===== src/rtl/crcrs_pkg.sv =====
`timescale 1ns / 1ps

package crcrs_pkg;

    localparam int unsigned MAX_SLOTS = 64;
    localparam int unsigned SLOT_W    = 6;
    localparam int unsigned POS_W     = 5;
    localparam int unsigned OUT_W     = 64;

    localparam logic [7:0] CRC_POLY     = 8'h07;
    localparam logic [7:0] MAGIC_0      = 8'h43;
    localparam logic [7:0] MAGIC_1      = 8'h4B;
    localparam logic [7:0] VERSION_1    = 8'h01;
    localparam logic [7:0] TAG_PATTERN  = 8'hA0;
    localparam logic [7:0] TAG_MASK     = 8'hF8;
    localparam logic [7:0] VALID_MARK   = 8'hA5;
    localparam logic [7:0] HOUR_LIMIT   = 8'd24;
    localparam logic [7:0] MINSEC_LIMIT = 8'd60;

    // byte positions inside a record
    localparam logic [POS_W-1:0] POS_MAGIC_0 = 5'd0;
    localparam logic [POS_W-1:0] POS_MAGIC_1 = 5'd1;
    localparam logic [POS_W-1:0] POS_VERSION = 5'd2;
    localparam logic [POS_W-1:0] POS_TAG     = 5'd3;
    localparam logic [POS_W-1:0] POS_SEQ_LO  = 5'd4;
    localparam logic [POS_W-1:0] POS_SEQ_HI  = 5'd5;
    localparam logic [POS_W-1:0] POS_HOUR    = 5'd6;
    localparam logic [POS_W-1:0] POS_MINUTE  = 5'd7;
    localparam logic [POS_W-1:0] POS_SECOND  = 5'd8;
    localparam logic [POS_W-1:0] POS_A0_HOUR = 5'd9;
    localparam logic [POS_W-1:0] POS_A0_MIN  = 5'd10;
    localparam logic [POS_W-1:0] POS_A0_MEL  = 5'd11;
    localparam logic [POS_W-1:0] POS_A1_HOUR = 5'd12;
    localparam logic [POS_W-1:0] POS_A1_MIN  = 5'd13;
    localparam logic [POS_W-1:0] POS_A1_MEL  = 5'd14;
    localparam logic [POS_W-1:0] POS_A2_HOUR = 5'd15;
    localparam logic [POS_W-1:0] POS_A2_MIN  = 5'd16;
    localparam logic [POS_W-1:0] POS_A2_MEL  = 5'd17;
    localparam logic [POS_W-1:0] POS_CRC     = 5'd18;
    localparam logic [POS_W-1:0] POS_MARK    = 5'd19;

    localparam logic [15:0] SERIAL_HALF = 16'h8000;

    // one CRC-8 byte update, MSB first
    function automatic logic [7:0] crc8_byte(input logic [7:0] crc, input logic [7:0] b);
        logic [7:0] c;
        c = crc ^ b;
        for (int i = 0; i < 8; i++)
        begin
            if (c[7])
            begin
                c = {c[6:0], 1'b0} ^ CRC_POLY;
            end
            else
            begin
                c = {c[6:0], 1'b0};
            end
        end
        return c;
    endfunction

endpackage


===== src/rtl/crc8_record_scanner_newest_core.sv =====
`timescale 1ns / 1ps

// Channel   | Ports                          | Contents
// ----------+--------------------------------+----------------------------------------
// byte in   | s_tvalid s_tready s_tdata/user | tdata: record_byte; tuser: scan_start
// result    | m_tvalid m_tready m_tdata      | one transaction after byte 19 of a record
// config    | cfg_wr_en cfg_wr_data          | melody_count, reset value 8
//
// One byte per cycle unless byte 19 waits on a stalled result register: each
// byte is captured in the input register, then checked, folded into the
// bytewise CRC and scored combinationally on its way to the result register.
// Reset clears the record position, CRC, checks and newest-record tracking.
// A stalled result register holds only the byte stage behind it; bytes that
// produce no result still advance past a full result register.

module crc8_record_scanner_newest_core (
    input  logic        clk,
    input  logic        rst_n,
    input  logic        s_tvalid,
    output logic        s_tready,
    input  logic [7:0]  s_tdata,     // [7:0] record_byte
    input  logic        s_tuser,     // [0] scan_start
    output logic        m_tvalid,
    input  logic        m_tready,
    // [0] record_valid, [16:1] record_sequence, [21:17] clock_hour,
    // [27:22] clock_minute, [33:28] clock_second, [36:34] alarm_enable_mask,
    // [37] is_newest, [43:38] best_slot, [59:44] top_sequence,
    // [60] any_found, [63:61] zero
    output logic [crcrs_pkg::OUT_W-1:0] m_tdata,
    input  logic        cfg_wr_en,
    input  logic [7:0]  cfg_wr_data
);

    localparam int unsigned SW = crcrs_pkg::SLOT_W;
    localparam int unsigned PW = crcrs_pkg::POS_W;

    // configuration
    logic [7:0] melody_count_reg;

    // input register
    logic       in_valid_reg;
    logic [7:0] in_byte_reg;
    logic       in_start_reg;

    // record and scan state
    logic [PW-1:0] byte_position_reg, byte_position_next;
    logic [7:0]    running_crc_reg,   running_crc_next;
    logic          record_ok_reg,     record_ok_next;
    logic [7:0]    seq_lo_reg,        seq_lo_next;
    logic [7:0]    seq_hi_reg,        seq_hi_next;
    logic [7:0]    tag_byte_reg,      tag_byte_next;
    logic [4:0]    held_hour_reg,     held_hour_next;
    logic [5:0]    held_minute_reg,   held_minute_next;
    logic [5:0]    held_second_reg,   held_second_next;
    logic [SW-1:0] slot_index_reg,    slot_index_next;
    logic [SW-1:0] newest_slot_reg,   newest_slot_next;
    logic [15:0]   newest_seq_reg,    newest_seq_next;
    logic          found_reg,         found_next;

    // result register
    logic                         out_valid_reg;
    logic [crcrs_pkg::OUT_W-1:0]  out_data_reg, out_data_next;

    logic          fire;
    logic          emit;
    logic [PW-1:0] pos;
    logic          first;
    logic [7:0]    crc_base;
    logic          ok_base;
    logic [SW-1:0] slot_eff;
    logic [SW-1:0] newest_slot_eff;
    logic [15:0]   newest_seq_eff;
    logic          found_eff;
    logic          pass;
    logic [7:0]    crc_upd;
    logic [15:0]   seq;
    logic [15:0]   diff;
    logic          newer;
    logic [2:0]    enable_mask;

    // advance the byte stage unless it carries a result that cannot be loaded
    assign fire     = in_valid_reg && (!emit || !out_valid_reg || m_tready);
    assign s_tready = !in_valid_reg || fire;
    assign m_tvalid = out_valid_reg;
    assign m_tdata  = out_data_reg;

    always_ff @(posedge clk or negedge rst_n)
    begin
        if (!rst_n)
        begin
            melody_count_reg <= 8'd8;
        end
        else if (cfg_wr_en)
        begin
            melody_count_reg <= cfg_wr_data;
        end
    end

    always_ff @(posedge clk or negedge rst_n)
    begin
        if (!rst_n)
        begin
            in_valid_reg <= 1'b0;
        end
        else if (s_tready)
        begin
            in_valid_reg <= s_tvalid;
        end
    end

    always_ff @(posedge clk)
    begin
        if (s_tready && s_tvalid)
        begin
            in_byte_reg  <= s_tdata;
            in_start_reg <= s_tuser;
        end
    end

    // scan start restarts the record and clears the newest-record tracking
    always_comb
    begin
        pos             = in_start_reg ? '0 : byte_position_reg;
        if (pos > crcrs_pkg::POS_MARK)
        begin
            pos = '0;
        end
        first           = (pos == crcrs_pkg::POS_MAGIC_0);
        crc_base        = first ? 8'd0 : running_crc_reg;
        ok_base         = first ? 1'b1 : record_ok_reg;
        slot_eff        = in_start_reg ? '0 : slot_index_reg;
        newest_slot_eff = in_start_reg ? '0 : newest_slot_reg;
        newest_seq_eff  = in_start_reg ? '0 : newest_seq_reg;
        found_eff       = in_start_reg ? 1'b0 : found_reg;
    end

    crcrs_byte_check u_check (
        .pos          (pos),
        .data         (in_byte_reg),
        .crc_in       (crc_base),
        .melody_count (melody_count_reg),
        .pass         (pass),
        .crc_out      (crc_upd)
    );

    always_comb
    begin
        emit             = (pos == crcrs_pkg::POS_MARK);
        record_ok_next   = ok_base && pass;
        running_crc_next = crc_upd;
        tag_byte_next    = tag_byte_reg;
        seq_lo_next      = seq_lo_reg;
        seq_hi_next      = seq_hi_reg;
        held_hour_next   = held_hour_reg;
        held_minute_next = held_minute_reg;
        held_second_next = held_second_reg;
        case (pos)
            crcrs_pkg::POS_TAG:    tag_byte_next    = in_byte_reg;
            crcrs_pkg::POS_SEQ_LO: seq_lo_next      = in_byte_reg;
            crcrs_pkg::POS_SEQ_HI: seq_hi_next      = in_byte_reg;
            crcrs_pkg::POS_HOUR:   held_hour_next   = in_byte_reg[4:0];
            crcrs_pkg::POS_MINUTE: held_minute_next = in_byte_reg[5:0];
            crcrs_pkg::POS_SECOND: held_second_next = in_byte_reg[5:0];
            default:               ;
        endcase

        // serial-number compare against the newest so far
        seq   = {seq_hi_reg, seq_lo_reg};
        diff  = seq - newest_seq_eff;
        newer = record_ok_next &&
                (!found_eff || ((diff != 16'd0) && (diff < crcrs_pkg::SERIAL_HALF)));

        newest_slot_next = newest_slot_eff;
        newest_seq_next  = newest_seq_eff;
        found_next       = found_eff;
        slot_index_next  = slot_eff;
        byte_position_next = pos + 1'b1;
        if (emit)
        begin
            byte_position_next = '0;
            if (newer)
            begin
                newest_slot_next = slot_eff;
                newest_seq_next  = seq;
                found_next       = 1'b1;
            end
            slot_index_next = (slot_eff == SW'(crcrs_pkg::MAX_SLOTS - 1)) ? '0
                                                                        : slot_eff + 1'b1;
        end

        enable_mask = (tag_byte_reg == 8'd0) ? 3'd7 : tag_byte_reg[2:0];

        out_data_next = {3'b000,
                         found_next,
                         newest_seq_next,
                         newest_slot_next,
                         newer,
                         enable_mask,
                         record_ok_next ? held_second_reg : 6'd0,
                         record_ok_next ? held_minute_reg : 6'd0,
                         record_ok_next ? held_hour_reg   : 5'd0,
                         seq,
                         record_ok_next};
    end

    always_ff @(posedge clk or negedge rst_n)
    begin
        if (!rst_n)
        begin
            byte_position_reg <= '0;
            running_crc_reg   <= '0;
            record_ok_reg     <= 1'b1;
            seq_lo_reg        <= '0;
            seq_hi_reg        <= '0;
            tag_byte_reg      <= '0;
            held_hour_reg     <= '0;
            held_minute_reg   <= '0;
            held_second_reg   <= '0;
            slot_index_reg    <= '0;
            newest_slot_reg   <= '0;
            newest_seq_reg    <= '0;
            found_reg         <= 1'b0;
        end
        else if (fire)
        begin
            byte_position_reg <= byte_position_next;
            running_crc_reg   <= running_crc_next;
            record_ok_reg     <= record_ok_next;
            seq_lo_reg        <= seq_lo_next;
            seq_hi_reg        <= seq_hi_next;
            tag_byte_reg      <= tag_byte_next;
            held_hour_reg     <= held_hour_next;
            held_minute_reg   <= held_minute_next;
            held_second_reg   <= held_second_next;
            slot_index_reg    <= slot_index_next;
            newest_slot_reg   <= newest_slot_next;
            newest_seq_reg    <= newest_seq_next;
            found_reg         <= found_next;
        end
    end

    // load a result on byte 19; drop it once the transaction completes
    always_ff @(posedge clk or negedge rst_n)
    begin
        if (!rst_n)
        begin
            out_valid_reg <= 1'b0;
        end
        else if (fire && emit)
        begin
            out_valid_reg <= 1'b1;
        end
        else if (m_tready)
        begin
            out_valid_reg <= 1'b0;
        end
    end

    always_ff @(posedge clk)
    begin
        if (fire && emit)
        begin
            out_data_reg <= out_data_next;
        end
    end

    // checks
    a_pos_range: assert property (@(posedge clk) disable iff (!rst_n)
        byte_position_reg <= crcrs_pkg::POS_MARK)
        else $error("record position out of range");

    a_invalid_zero_time: assert property (@(posedge clk) disable iff (!rst_n)
        (m_tvalid && !m_tdata[0]) |-> (m_tdata[33:17] == 17'd0))
        else $error("time fields reported for invalid record");

    a_newest_matches: assert property (@(posedge clk) disable iff (!rst_n)
        (m_tvalid && m_tdata[37]) |->
            (m_tdata[0] && m_tdata[60] && (m_tdata[59:44] == m_tdata[16:1])))
        else $error("newest record does not match reported sequence");

    a_none_found_clear: assert property (@(posedge clk) disable iff (!rst_n)
        !found_reg |-> ((newest_slot_reg == '0) && (newest_seq_reg == 16'd0)))
        else $error("newest tracking set without a valid record");

    a_result_needs_mark: assert property (@(posedge clk) disable iff (!rst_n)
        (fire && !emit) |=> (byte_position_reg != '0) || $past(in_start_reg))
        else $error("record position reset without a result");

endmodule


===== src/rtl/crcrs_byte_check.sv =====
`timescale 1ns / 1ps

module crcrs_byte_check (
    input  logic [crcrs_pkg::POS_W-1:0] pos,
    input  logic [7:0]                  data,
    input  logic [7:0]                  crc_in,
    input  logic [7:0]                  melody_count,
    output logic                        pass,
    output logic [7:0]                  crc_out
);

    always_comb
    begin
        case (pos)
            crcrs_pkg::POS_MAGIC_0: pass = (data == crcrs_pkg::MAGIC_0);
            crcrs_pkg::POS_MAGIC_1: pass = (data == crcrs_pkg::MAGIC_1);
            crcrs_pkg::POS_VERSION: pass = (data == crcrs_pkg::VERSION_1);
            crcrs_pkg::POS_TAG:
                pass = (data == 8'd0) ||
                       ((data & crcrs_pkg::TAG_MASK) == crcrs_pkg::TAG_PATTERN);
            crcrs_pkg::POS_HOUR,
            crcrs_pkg::POS_A0_HOUR,
            crcrs_pkg::POS_A1_HOUR,
            crcrs_pkg::POS_A2_HOUR: pass = (data < crcrs_pkg::HOUR_LIMIT);
            crcrs_pkg::POS_MINUTE,
            crcrs_pkg::POS_SECOND,
            crcrs_pkg::POS_A0_MIN,
            crcrs_pkg::POS_A1_MIN,
            crcrs_pkg::POS_A2_MIN:  pass = (data < crcrs_pkg::MINSEC_LIMIT);
            crcrs_pkg::POS_A0_MEL,
            crcrs_pkg::POS_A1_MEL,
            crcrs_pkg::POS_A2_MEL:  pass = (data < melody_count);
            crcrs_pkg::POS_CRC:     pass = (data == crc_in);
            crcrs_pkg::POS_MARK:    pass = (data == crcrs_pkg::VALID_MARK);
            default:                pass = 1'b1;
        endcase
    end

    // fold only the covered bytes; hold the CRC across the check bytes
    assign crc_out = (pos < crcrs_pkg::POS_CRC) ? crcrs_pkg::crc8_byte(crc_in, data) : crc_in;

endmodule

===== config.mk =====
export PLATFORM = sky130hd
export DESIGN_NAME = crc8_record_scanner_newest_core
export DESIGN_NICKNAME = d
export VERILOG_FILES = /design/src/rtl/crcrs_pkg.sv /design/src/rtl/crc8_record_scanner_newest_core.sv /design/src/rtl/crcrs_byte_check.sv
export SDC_FILE = /design/constraint.sdc
export NUM_CORES = 1
export LEC_CHECK = 0
export BUFFER_PORTS_ARGS = -buffer_cell sky130_fd_sc_hd__clkbuf_2
export CORE_MARGIN = 2
export CORE_UTILIZATION = 48
export DETAILED_ROUTE_END_ITERATION = 7
export GPL_TIMING_DRIVEN = 0
export PLACE_DENSITY = 0.77
export SLEW_MARGIN = 5
export SYNTH_ARGS = -nofsm -noshare
export SYNTH_HDL_FRONTEND = slang
export SYNTH_SLANG_ARGS = --single-unit
export TNS_END_PERCENT = 5

===== constraint.sdc =====
create_clock -name clk -period 7.5 [get_ports clk]
set_input_delay 2.25 -clock clk [delete_from_list [all_inputs] [get_ports clk]]
set_output_delay 2.25 -clock clk [all_outputs]
set_load 0.005 [all_outputs]

==> flow_metrics.py, run 1 <==
metrics = {
    "finish": {
        "drive_gt1_share_pct": 19.31,
        "antenna_cells": 0,
        "multiInputGateArea_um2": 3865,
        "final_common_cell": "nand2_1",
        "fillers": 1481,
        "layout_common_cells": "118 x nand2_1, 92 x dfrtp_1, 83 x clkbuf_2",
        "largest_reg_flops": 61,
        "syn_to_final_growth_pct": 15.42,
        "seqCellArea_um2": 4457,
        "final_nets": 968,
    },
    "clock_tree": {
        "cts_tree": "yes",
        "ctsResizeCount": 0,
        "htree_num_levels": 4,
        "hold_buffers": 0,
        "cts_buffers": 17,
        "root_buffer": "clkbuf_16",
        "cts_setup_buffers": 0,
        "clk_latency_ns": 0.43,
        "clock-sinks": 164,
        "cts_buffer_depth": 2,
        "clk_pin_slew_ns": 0.06,
    },
    "setup_path": {
        "end_kind": "output pin",
        "r2r-end": "m_tdata[44]$_DFFE_PP_",
        "critPathKind": "reg2out",
        "path_depth": 12,
        "worstPathArrival_ns": 3.33,
        "required_ns": 5.25,
        "worst_setup_path_start_kind": "flip-flop",
        "cpPeakStageDelay_ns": 0.36,
        "cp.buffers_inverters": 5,
        "r2r-start": "in_start_reg$_DFFE_PP_",
        "reg2reg_slack_ns": 2.51,
        "cp_slowest_cell": "clkbuf_1",
        "worstPathCellList": "buf_2, clkbuf_1, clkbuf_1, a21oi_1, nand2_1, inv_1, ha_1, nor3b_1, nand2b_1, nor2_1, nand2_1, clkbuf_2",
        "crit_fanout": 10,
        "ff2ff_path_depth": 20,
        "crit_family": "buffers and inverters",
    },
    "synthesis": {
        "ys_seq_area_share_pct": 51.83,
        "synth_edf_count": 70,
        "ys_ff_latch": 164,
        "avgSynthCellArea_um2": 10.58,
        "synth-async-reset-ratio_pct": 57.32,
        "ys_types": 71,
        "syn_area_um2": 8599,
        "synth_ff_type": "dfrtp_1",
        "synth_warnings": 0,
        "synth_cells": 813,
    },
    "floorplanning": {
        "io-pin-count": 88,
        "row_count": 48,
        "dieArea_um2": 19000,
        "die_width_um": 137.9,
        "die_height_um": 137.9,
        "start_util_pct": 49.38,
        "core-area_um2": 17420,
    },
    "timing": {
        "grt_setup_unrepaired": "false",
        "timing.final.crit_share_pct": 74.41,
        "max_slew_margin_pct": 38.28,
        "finalHoldViolCount": 0,
        "finalClockSkew_ns": 0.01079,
        "min_period_ns": 5.581,
        "maxSlewViolCount": 0,
        "tightest_slew_ns": 0.9237,
        "report.final.setup_viol": 0,
        "fmax_ghz": 0.1792,
        "fin_setup_tns_ns": 0,
    },
    "grt": {
        "track_usage_pct": 22.82,
        "antenna_found_initial": 0,
        "grt_pass1_wl_um": 32940,
        "grt_max_degree": 95,
        "grt_pass1_vias": 6426,
        "grt_overflow_total": 0,
    },
    "hold_path": {
        "min_to": "held_minute_reg[3]$_DFFE_PN0P_",
        "hold_start": "held_minute_reg[3]$_DFFE_PN0P_",
        "hold_class": "reg2reg",
        "whs_path_depth": 1,
    },
    "routing": {
        "wl_per_cell_um": 17.72,
        "drc": 0,
        "viasPerCell": 5.733,
        "vias": 6633,
        "dr.pass1.iters": 5,
        "final_antenna_net_count": 0,
        "routed_wl_um": 20500,
        "drt_iter0_markers": 701,
    },
    "pwr": {
        "p_per_area_nw_per_um2": 288.0,
        "fin_total_pwr_mw": 2.859,
        "cellLeakagePower_nw": 4.261,
        "ir_drop_uv": 199.6,
    },
    "job": {
        "drv_cap": 0,
    },
    "placed_design": {
        "routabilityCongestion": 0.9509,
        "portBuffers": 84,
        "dp_hpwl_um": 14170,
    },
    "run_status": {
        "outcome": "completed",
    },
}
## where the power goes
| group | switching, mW | total (mW) | leakage (nW) | internal [mW] |
|---|---|---|---|---|
| Clock | 0.362 | 0.862 | 0.270 | 0.501 |
| Sequential | 0.118 | 1.18 | 1.87 | 1.06 |
| Combinational | 0.450 | 0.817 | 2.12 | 0.367 |
## worst max path at each step
stage                                 startpoint                       endpoint  slack, ns
after floorplan                         m_tready  slot_index_reg[1]$_DFFE_PN0P_       1.72
after global placement                  m_tready  slot_index_reg[1]$_DFFE_PN0P_       0.23
after detailed placement                m_tready                       s_tready       2.35
after CTS                 in_start_reg$_DFFE_PP_                       s_tready       1.96
after global routing      in_start_reg$_DFFE_PP_                       s_tready       1.65
final                     in_start_reg$_DFFE_PP_                       s_tready       1.92
## cell families after synthesis
| kind of cell | after synthesis | share of synthesized area, % |
|---|---|---|
| other cells | 1 | 0.04361 |
| xor+xnor | 33 | 3.361 |
| simple gates | 298 | 17.65 |
| buf+inv | 68 | 3.405 |
| fa+ha+maj | 27 | 4.016 |
| mux | 45 | 5.863 |
| compound gates | 177 | 13.84 |
| flops | 164 | 51.83 |
## synth_stat cells, types with 3 or more instances
cell type | count | area share (%)
a21o_1 | 22 | 1.9
or3_1 | 5 | 0.36
nor4_1 | 4 | 0.29
nor3_1 | 8 | 0.47
buf_4 | 5 | 0.44
a22o_1 | 5 | 0.51
mux2_2 | 43 | 5.6
a32o_1 | 5 | 0.58
o21ai_0 | 51 | 3.0
xnor2_1 | 19 | 1.9
nor2_1 | 26 | 1.1
nand4_1 | 5 | 0.36
nand3b_1 | 3 | 0.26
o211ai_1 | 26 | 2.3
dfrtp_1 | 92 | 27
clkbuf_1 | 28 | 1.2
o41ai_1 | 4 | 0.41
a211o_1 | 3 | 0.31
nand3_1 | 33 | 1.9
or4_1 | 5 | 0.44
a31oi_1 | 4 | 0.29
nor3b_1 | 5 | 0.44
nand2_1 | 118 | 5.2
nand4b_1 | 3 | 0.31
inv_1 | 21 | 0.92
o21ai_1 | 3 | 0.17
buf_2 | 7 | 0.41
a21oi_1 | 27 | 1.6
nor2b_1 | 15 | 1.1
and3_1 | 7 | 0.51
o22ai_1 | 3 | 0.22
nand2b_1 | 30 | 2.2
xor2_1 | 14 | 1.4
buf_1 | 4 | 0.17
and2_1 | 20 | 1.5
edfxtp_1 | 70 | 24
ha_1 | 26 | 3.8
o21bai_1 | 3 | 0.26
## through the flow
| step | hold slack [ns] | utilization (%) | instances | worst slack, ns | area, um2 |
|---|---|---|---|---|---|
| after global placement | 0.4729 | 53.45 | 1124 | 0.2257 | 9309 |
| after global routing | 0.5164 | 56.99 | 1157 | 1.645 | 9926 |
| after detailed placement | 0.4879 | 53.66 | 1125 | 2.348 | 9345 |
| after floorplan | 0.4411 | - | 815 | 1.721 | 8607 |
| final | 0.4964 | 56.99 | 1157 | 1.919 | 9926 |
| after CTS | 0.5024 | 56.99 | 1157 | 1.955 | 9926 |
## per-layer routing
metal	track usage, %	share of wire, %	vias to the layer above
met2	37.98	48	224
met1	29.62	44	3222
li1	-	-	3151
met4	7.596	2.4	0
met3	5.080	5.6	36
met5	0	0	-
## final cells by class
type	count	area share [%]
Buffer	45	2.055
Sequential cell	164	44.90
Multi-Input combinational cell	583	38.94
Tap cell	225	2.836
Clock inverter	11	1.311
Timing Repair Buffer	85	4.525
Inverter	23	0.8950
Clock buffer	21	4.538
No activity file was read; power rests on OpenSTA's default activity.
==> inputs of run 2 (changes only) <==
--- a/config.mk
+++ b/config.mk
@@ -10,7 +10,7 @@
 export CORE_UTILIZATION = 48
 export DETAILED_ROUTE_END_ITERATION = 7
 export GPL_TIMING_DRIVEN = 0
-export PLACE_DENSITY = 0.77
+export PLACE_DENSITY = 0.8
 export SLEW_MARGIN = 5
 export SYNTH_ARGS = -nofsm -noshare
 export SYNTH_HDL_FRONTEND = slang
==> constraint.sdc (replaced) <==
create_clock -name clk -period 4.75 [get_ports clk]
set_input_delay 1.425 -clock clk [delete_from_list [all_inputs] [get_ports clk]]
set_output_delay 1.425 -clock clk [all_outputs]
set_load 0.005 [all_outputs]
==> run 2 against run 1 <==
Net effect:
- cell area is 0.25% higher
- critical path depth stayed put
- via count grew 1.7%
- non-clock buffer count is 3 higher
- register-to-register slack got worse by 2.2 ns
- flip-flop and latch count unchanged
- largest cell class unchanged
- highest routed layer unchanged
==> flow_metrics.py, run 2 (same netlist as run 1, synthesis figures left out) <==
metrics = {
    "finish": {
        "final_common_cell": "nand2_1",
        "layout_common_cells": "118 x nand2_1, 92 x dfrtp_1, 87 x clkbuf_2",
        "final_nets": 971,
        "drive_gt1_share_pct": 20.11,
        "antenna_cells": 0,
        "syn_to_final_growth_pct": 15.71,
        "largest_reg_flops": 61,
        "final_core_util_pct": 57.13,
    },
    "routing": {
        "drt_iter0_markers": 718,
        "final_antenna_net_count": 0,
        "dr.pass1.iters": 7,
        "drc": 0,
        "vias": 6744,
        "viasPerCell": 5.814,
        "routed_wl_um": 20820,
        "wl_per_cell_um": 17.95,
    },
    "clock_tree": {
        "htree_num_levels": 4,
        "clk_latency_ns": 0.43,
        "root_buffer": "clkbuf_16",
        "clk_pin_slew_ns": 0.06,
        "clock-sinks": 164,
        "cts_buffer_depth": 2,
        "cts_tree": "yes",
        "cts_buffers": 17,
    },
    "floorplanning": {
        "dieArea_um2": 19000,
        "die_width_um": 137.9,
        "start_util_pct": 49.38,
        "die_height_um": 137.9,
        "core-area_um2": 17420,
        "io-pin-count": 88,
        "row_count": 48,
    },
    "setup_path": {
        "end_kind": "output pin",
        "cp_slowest_cell": "edfxtp_1",
        "worstPathCellList": "buf_2, clkbuf_2, clkbuf_2, a21oi_1, nand2_1, inv_1, ha_1, nor3b_2, nand2b_1, nor2_1, nand2_1, clkbuf_2",
        "r2r-end": "m_tdata[44]$_DFFE_PP_",
        "startpoint": "in_start_reg$_DFFE_PP_",
        "critPathKind": "reg2out",
        "crit_path_frequent_cell": "clkbuf_2",
        "cpPeakStageDelay_ns": 0.35,
        "crit_fanout": 10,
        "worstPathArrival_ns": 3.03,
        "endpoint": "s_tready",
        "required_ns": 3.32,
        "worst_setup_path_start_kind": "flip-flop",
        "ff2ff_path_depth": 20,
        "reg2reg_slack_ns": 0.31,
        "r2r-start": "in_start_reg$_DFFE_PP_",
    },
    "placed_design": {
        "dp_hpwl_um": 14650,
        "portBuffers": 84,
        "routabilityCongestion": 0.9528,
    },
    "run_status": {
        "outcome": "completed",
    },
    "timing": {
        "fmax_ghz": 0.2246,
        "fin_setup_tns_ns": 0,
        "grt_setup_unrepaired": "false",
        "finalHoldViolCount": 0,
        "max_slew_margin_pct": 39.31,
        "maxSlewViolCount": 0,
        "tightest_slew_ns": 0.9095,
        "report.final.setup_viol": 0,
        "timing.final.crit_share_pct": 93.75,
        "min_period_ns": 4.453,
        "finalClockSkew_ns": 0.01190,
    },
    "grt": {
        "grt_max_degree": 55,
        "track_usage_pct": 23.13,
        "grt_overflow_total": 0,
        "grt_pass1_wl_um": 33330,
        "grt_pass1_vias": 6440,
        "antenna_found_initial": 0,
    },
    "pwr": {
        "ir_drop_uv": 279.2,
        "cellLeakagePower_nw": 4.291,
        "p_per_area_nw_per_um2": 452.8,
    },
    "hold_path": {
        "hold_class": "reg2reg",
    },
    "job": {
        "drv_cap": 0,
    },
}
[run 2: routing by layer]
| metal | GRT usage (%) | routed length (um) | share of wire, % | vias up |
|---|---|---|---|---|
| met5 | 0 | 0 | 0 | - |
| met4 | 9.694 | 617 | 3.0 | 0 |
| li1 | - | - | - | 3148 |
| met1 | 30.32 | 8782 | 42 | 3291 |
| met2 | 37.82 | 10160 | 49 | 257 |
| met3 | 4.386 | 1261 | 6.1 | 48 |
[run 2: repair_timing]
item | 4_1_cts | 5_1_grt
cloned | 0 | 0
buffers inserted | 0 | 2
pin swaps | 0 | 1
gates resized for setup | 2 | 6
endpoints found under the hold margin | 0 | 0
setup endpoints to repair | 40 | 40
hold buffers | 0 | 0
[run 2: metrics by stage]
step,worst slack (ns),hold slack (ns),instance area [um2],std cells,power [mW]
final,0.2968,0.4984,9951,1160,4.505
after global routing,0.02829,0.5147,9951,1160,4.750
after CTS,0.1048,0.4984,9926,1158,4.493
after detailed placement,-0.1920,0.4842,9359,1126,3.170
after global placement,-0.8882,0.4727,9311,1124,3.132
after floorplan,0.6017,0.4411,8610,815,2.839
[run 2: worst min path at each step]
stage	endpoint	cells past startpoint	start
after CTS	newest_slot_reg[0]$_DFFE_PN0P_	2	newest_slot_reg[0]$_DFFE_PN0P_
after floorplan	m_tdata[1]$_DFFE_PP_	0	seq_lo_reg[0]$_DFFE_PN0P_
after detailed placement	newest_slot_reg[0]$_DFFE_PN0P_	2	newest_slot_reg[0]$_DFFE_PN0P_
final	held_minute_reg[2]$_DFFE_PN0P_	1	held_minute_reg[2]$_DFFE_PN0P_
after global placement	newest_slot_reg[0]$_DFFE_PN0P_	2	newest_slot_reg[0]$_DFFE_PN0P_
after global routing	held_hour_reg[3]$_DFFE_PN0P_	1	held_hour_reg[3]$_DFFE_PN0P_
[run 2: cell type report]
cell class | count | area, um2
tap | 225 | 281.5
clock buffer | 21 | 460.4
clock inverter | 11 | 103.9
fill | 1511 | 7466
timing repair buffer | 88 | 478.0
buffer | 45 | 209.0
inverter | 23 | 88.84
sequential | 164 | 4457
multi-input combinational | 583 | 3872
[run 2: worst max-delay path, delay by kind of cell, from the launching register on]
family                     cells  cell delay, ns
AOI/OAI and AO/OA              1            0.21
adders and majority gates      1            0.29
buffers and inverters          5            0.96
DFF                            1            0.35
and+or+nand+nor                5            0.81
[run 2: where the power goes]
part | switching, mW | total (mW) | internal [mW]
Clock | 0.569 | 1.32 | 0.752
Sequential | 0.189 | 1.87 | 1.68
Combinational | 0.736 | 1.32 | 0.584
Total | 1.49 | 4.51 | 3.01
==> inputs of run 3 (changes only) <==
--- a/config.mk
+++ b/config.mk
@@ -10,6 +10,7 @@
 export CORE_UTILIZATION = 48
 export DETAILED_ROUTE_END_ITERATION = 7
 export GPL_TIMING_DRIVEN = 0
+export HOLD_SLACK_MARGIN = 0.05
 export PLACE_DENSITY = 0.8
 export SLEW_MARGIN = 5
 export SYNTH_ARGS = -nofsm -noshare
==> constraint.sdc (replaced) <==
create_clock -name clk -period 4.75 [get_ports clk]
set_input_delay 0.475 -clock clk [delete_from_list [all_inputs] [get_ports clk]]
set_output_delay 0.475 -clock clk [all_outputs]
set_load 0.005 [all_outputs]
==> run 3 against run 2 <==
Net effect:
- first-iteration DRC count shrank 0.84%
- clock-buffer cell count unchanged
- utilization is 0.072 points lower
==> flow_metrics.py, run 3 (same netlist as run 1, synthesis figures left out) <==
metrics = {
    "timing": {
        "setup_ws_ns": 0.2596,
        "min_period_ns": 4.490,
        "fin_setup_tns_ns": 0,
        "timing.final.crit_share_pct": 94.53,
        "max_slew_margin_pct": 39.18,
        "finalClockSkew_ns": 0.01214,
        "finalHoldViolCount": 0,
        "tightest_slew_ns": 0.9113,
        "grt_setup_unrepaired": "false",
        "holdWs_ns": 0.1626,
        "fmax_ghz": 0.2227,
        "maxSlewViolCount": 0,
        "report.final.setup_viol": 0,
    },
    "grt": {
        "antenna_found_initial": 0,
        "track_usage_pct": 23.13,
        "grt_overflow_total": 0,
        "grt_pass1_vias": 6440,
        "grt_pass1_wl_um": 33330,
        "grt_max_degree": 55,
    },
    "placed_design": {
        "dp_slack_ns": -0.1920,
        "routabilityCongestion": 0.9528,
        "portBuffers": 84,
        "dp_hpwl_um": 14650,
    },
    "finish": {
        "final_nets": 970,
        "antenna_cells": 0,
        "final_common_cell": "nand2_1",
        "final_core_util_pct": 57.06,
        "largest_reg_flops": 61,
        "syn_to_final_growth_pct": 15.57,
        "fillers": 1509,
        "drive_gt1_share_pct": 19.91,
        "layout_common_cells": "118 x nand2_1, 92 x dfrtp_1, 87 x clkbuf_2",
    },
    "routing": {
        "routed_wl_um": 20800,
        "vias": 6732,
        "final_antenna_net_count": 0,
        "viasPerCell": 5.808,
        "dr.pass1.iters": 7,
        "drt_iter0_markers": 712,
        "wl_per_cell_um": 17.95,
        "drc": 0,
    },
    "clock_tree": {
        "cts_buffer_depth": 2,
        "cts_tree": "yes",
        "clk_latency_ns": 0.43,
        "htree_num_levels": 4,
        "clock-sinks": 164,
        "root_buffer": "clkbuf_16",
        "clk_pin_slew_ns": 0.07,
        "hold_buffers": 0,
        "cts_buffers": 17,
    },
    "pwr": {
        "p_per_area_nw_per_um2": 453.0,
        "ir_drop_uv": 278.5,
        "cellLeakagePower_nw": 4.285,
    },
    "floorplanning": {
        "io-pin-count": 88,
        "die_width_um": 137.9,
        "start_util_pct": 49.38,
        "row_count": 48,
        "die_height_um": 137.9,
        "core-area_um2": 17420,
        "dieArea_um2": 19000,
    },
    "run_status": {
        "outcome": "completed",
    },
    "job": {
        "drv_cap": 0,
    },
    "setup_path": {
        "cpPeakStageDelay_ns": 0.47,
        "crit_fanout": 10,
        "crit_path_frequent_cell": "clkbuf_2",
        "required_ns": 4.90,
        "worst_setup_path_start_kind": "flip-flop",
        "cp_slowest_cell": "o41a_1",
        "critPathKind": "reg2reg",
        "worstPathCellList": "buf_2, clkbuf_2, clkbuf_2, a21oi_1, nand2_1, inv_1, ha_1, clkbuf_2, and3_1, ha_1, a31oi_1, a21oi_1, nand2_1, o21ai_0, o41a_1, o211ai_4, inv_4, nand2_2, buf_4, o21ai_1",
        "end_kind": "flip-flop",
        "worstPathArrival_ns": 4.64,
    },
    "hold_path": {
        "hold_class": "in2async",
    },
}
==> run 3: cell type report <==
class	count	area, um2	area share, %
Buffer	45	209.0	2.102
Timing Repair Buffer	87	470.5	4.734
Clock buffer	21	460.4	4.633
Multi-Input combinational cell	583	3867	38.91
Clock inverter	11	103.9	1.045
Sequential cell	164	4457	44.84
Tap cell	225	281.5	2.833
Inverter	23	88.84	0.8939
==> run 3: critical path: cells and delay by family (launching register included) <==
kind	cells	cell delay (ns)
adder cells (fa/ha/maj)	2	0.48
AO/OA/AOI/OAI	7	1.41
flip-flops	1	0.32
buffers and inverters	7	1.44
AND/OR/NAND/NOR	4	0.52
==> run 3: where the power goes <==
| group | internal (mW) | switching (mW) | leakage, nW | total, mW |
|---|---|---|---|---|
| Sequential | 1.68 | 0.188 | 1.87 | 1.86 |
| Combinational | 0.584 | 0.735 | 2.14 | 1.32 |
| Clock | 0.752 | 0.568 | 0.271 | 1.32 |
| Total | 3.01 | 1.49 | 4.28 | 4.50 |
==> run 3: through the flow <==
| step | cell area (um2) | power, mW | instances |
|---|---|---|---|
| floorplan | 8610 | 2.839 | 815 |
| CTS | 9926 | 4.493 | 1158 |
| global placement | 9311 | 3.132 | 1124 |
| global route | 9938 | 4.750 | 1159 |
| finish | 9938 | 4.502 | 1159 |
| detailed placement | 9359 | 3.170 | 1126 |
==> run 3: worst paths after layout <==
path | cells after the start | to | slack [ns] | startpoint
setup / recovery | 20 | m_tdata[44]$_DFFE_PP_ | 0.26 | in_start_reg$_DFFE_PP_
hold / removal | 1 | tag_byte_reg[1]$_DFFE_PN0P_ | 0.16 | rst_n
setup reg to reg | 20 | m_tdata[44]$_DFFE_PP_ | 0.26 | in_start_reg$_DFFE_PP_
hold reg to reg | 2 | newest_slot_reg[0]$_DFFE_PN0P_ | 0.49 | newest_slot_reg[0]$_DFFE_PN0P_
max in group asynchronous | 2 | record_ok_reg$_DFFE_PN1P_ | 3.83 | rst_n
min in group clk | 1 | in_byte_reg[1]$_DFFE_PP_ | 0.22 | s_tdata[1]
==> run 3: layer usage <==
| layer | up-vias | GRT usage, % | part of all wire [%] |
|---|---|---|---|
| met5 | - | 0 | 0 |
| met4 | 0 | 9.694 | 3.1 |
| met3 | 51 | 4.386 | 5.8 |
| met2 | 265 | 37.82 | 49 |
| met1 | 3272 | 30.32 | 42 |
| li1 | 3144 | - | - |
==> run 3: repair_timing <==
item,in CTS,in global routing
resized for setup,2,5
pin swaps,0,1
setup endpoints to repair,39,39
setup buffers,0,1
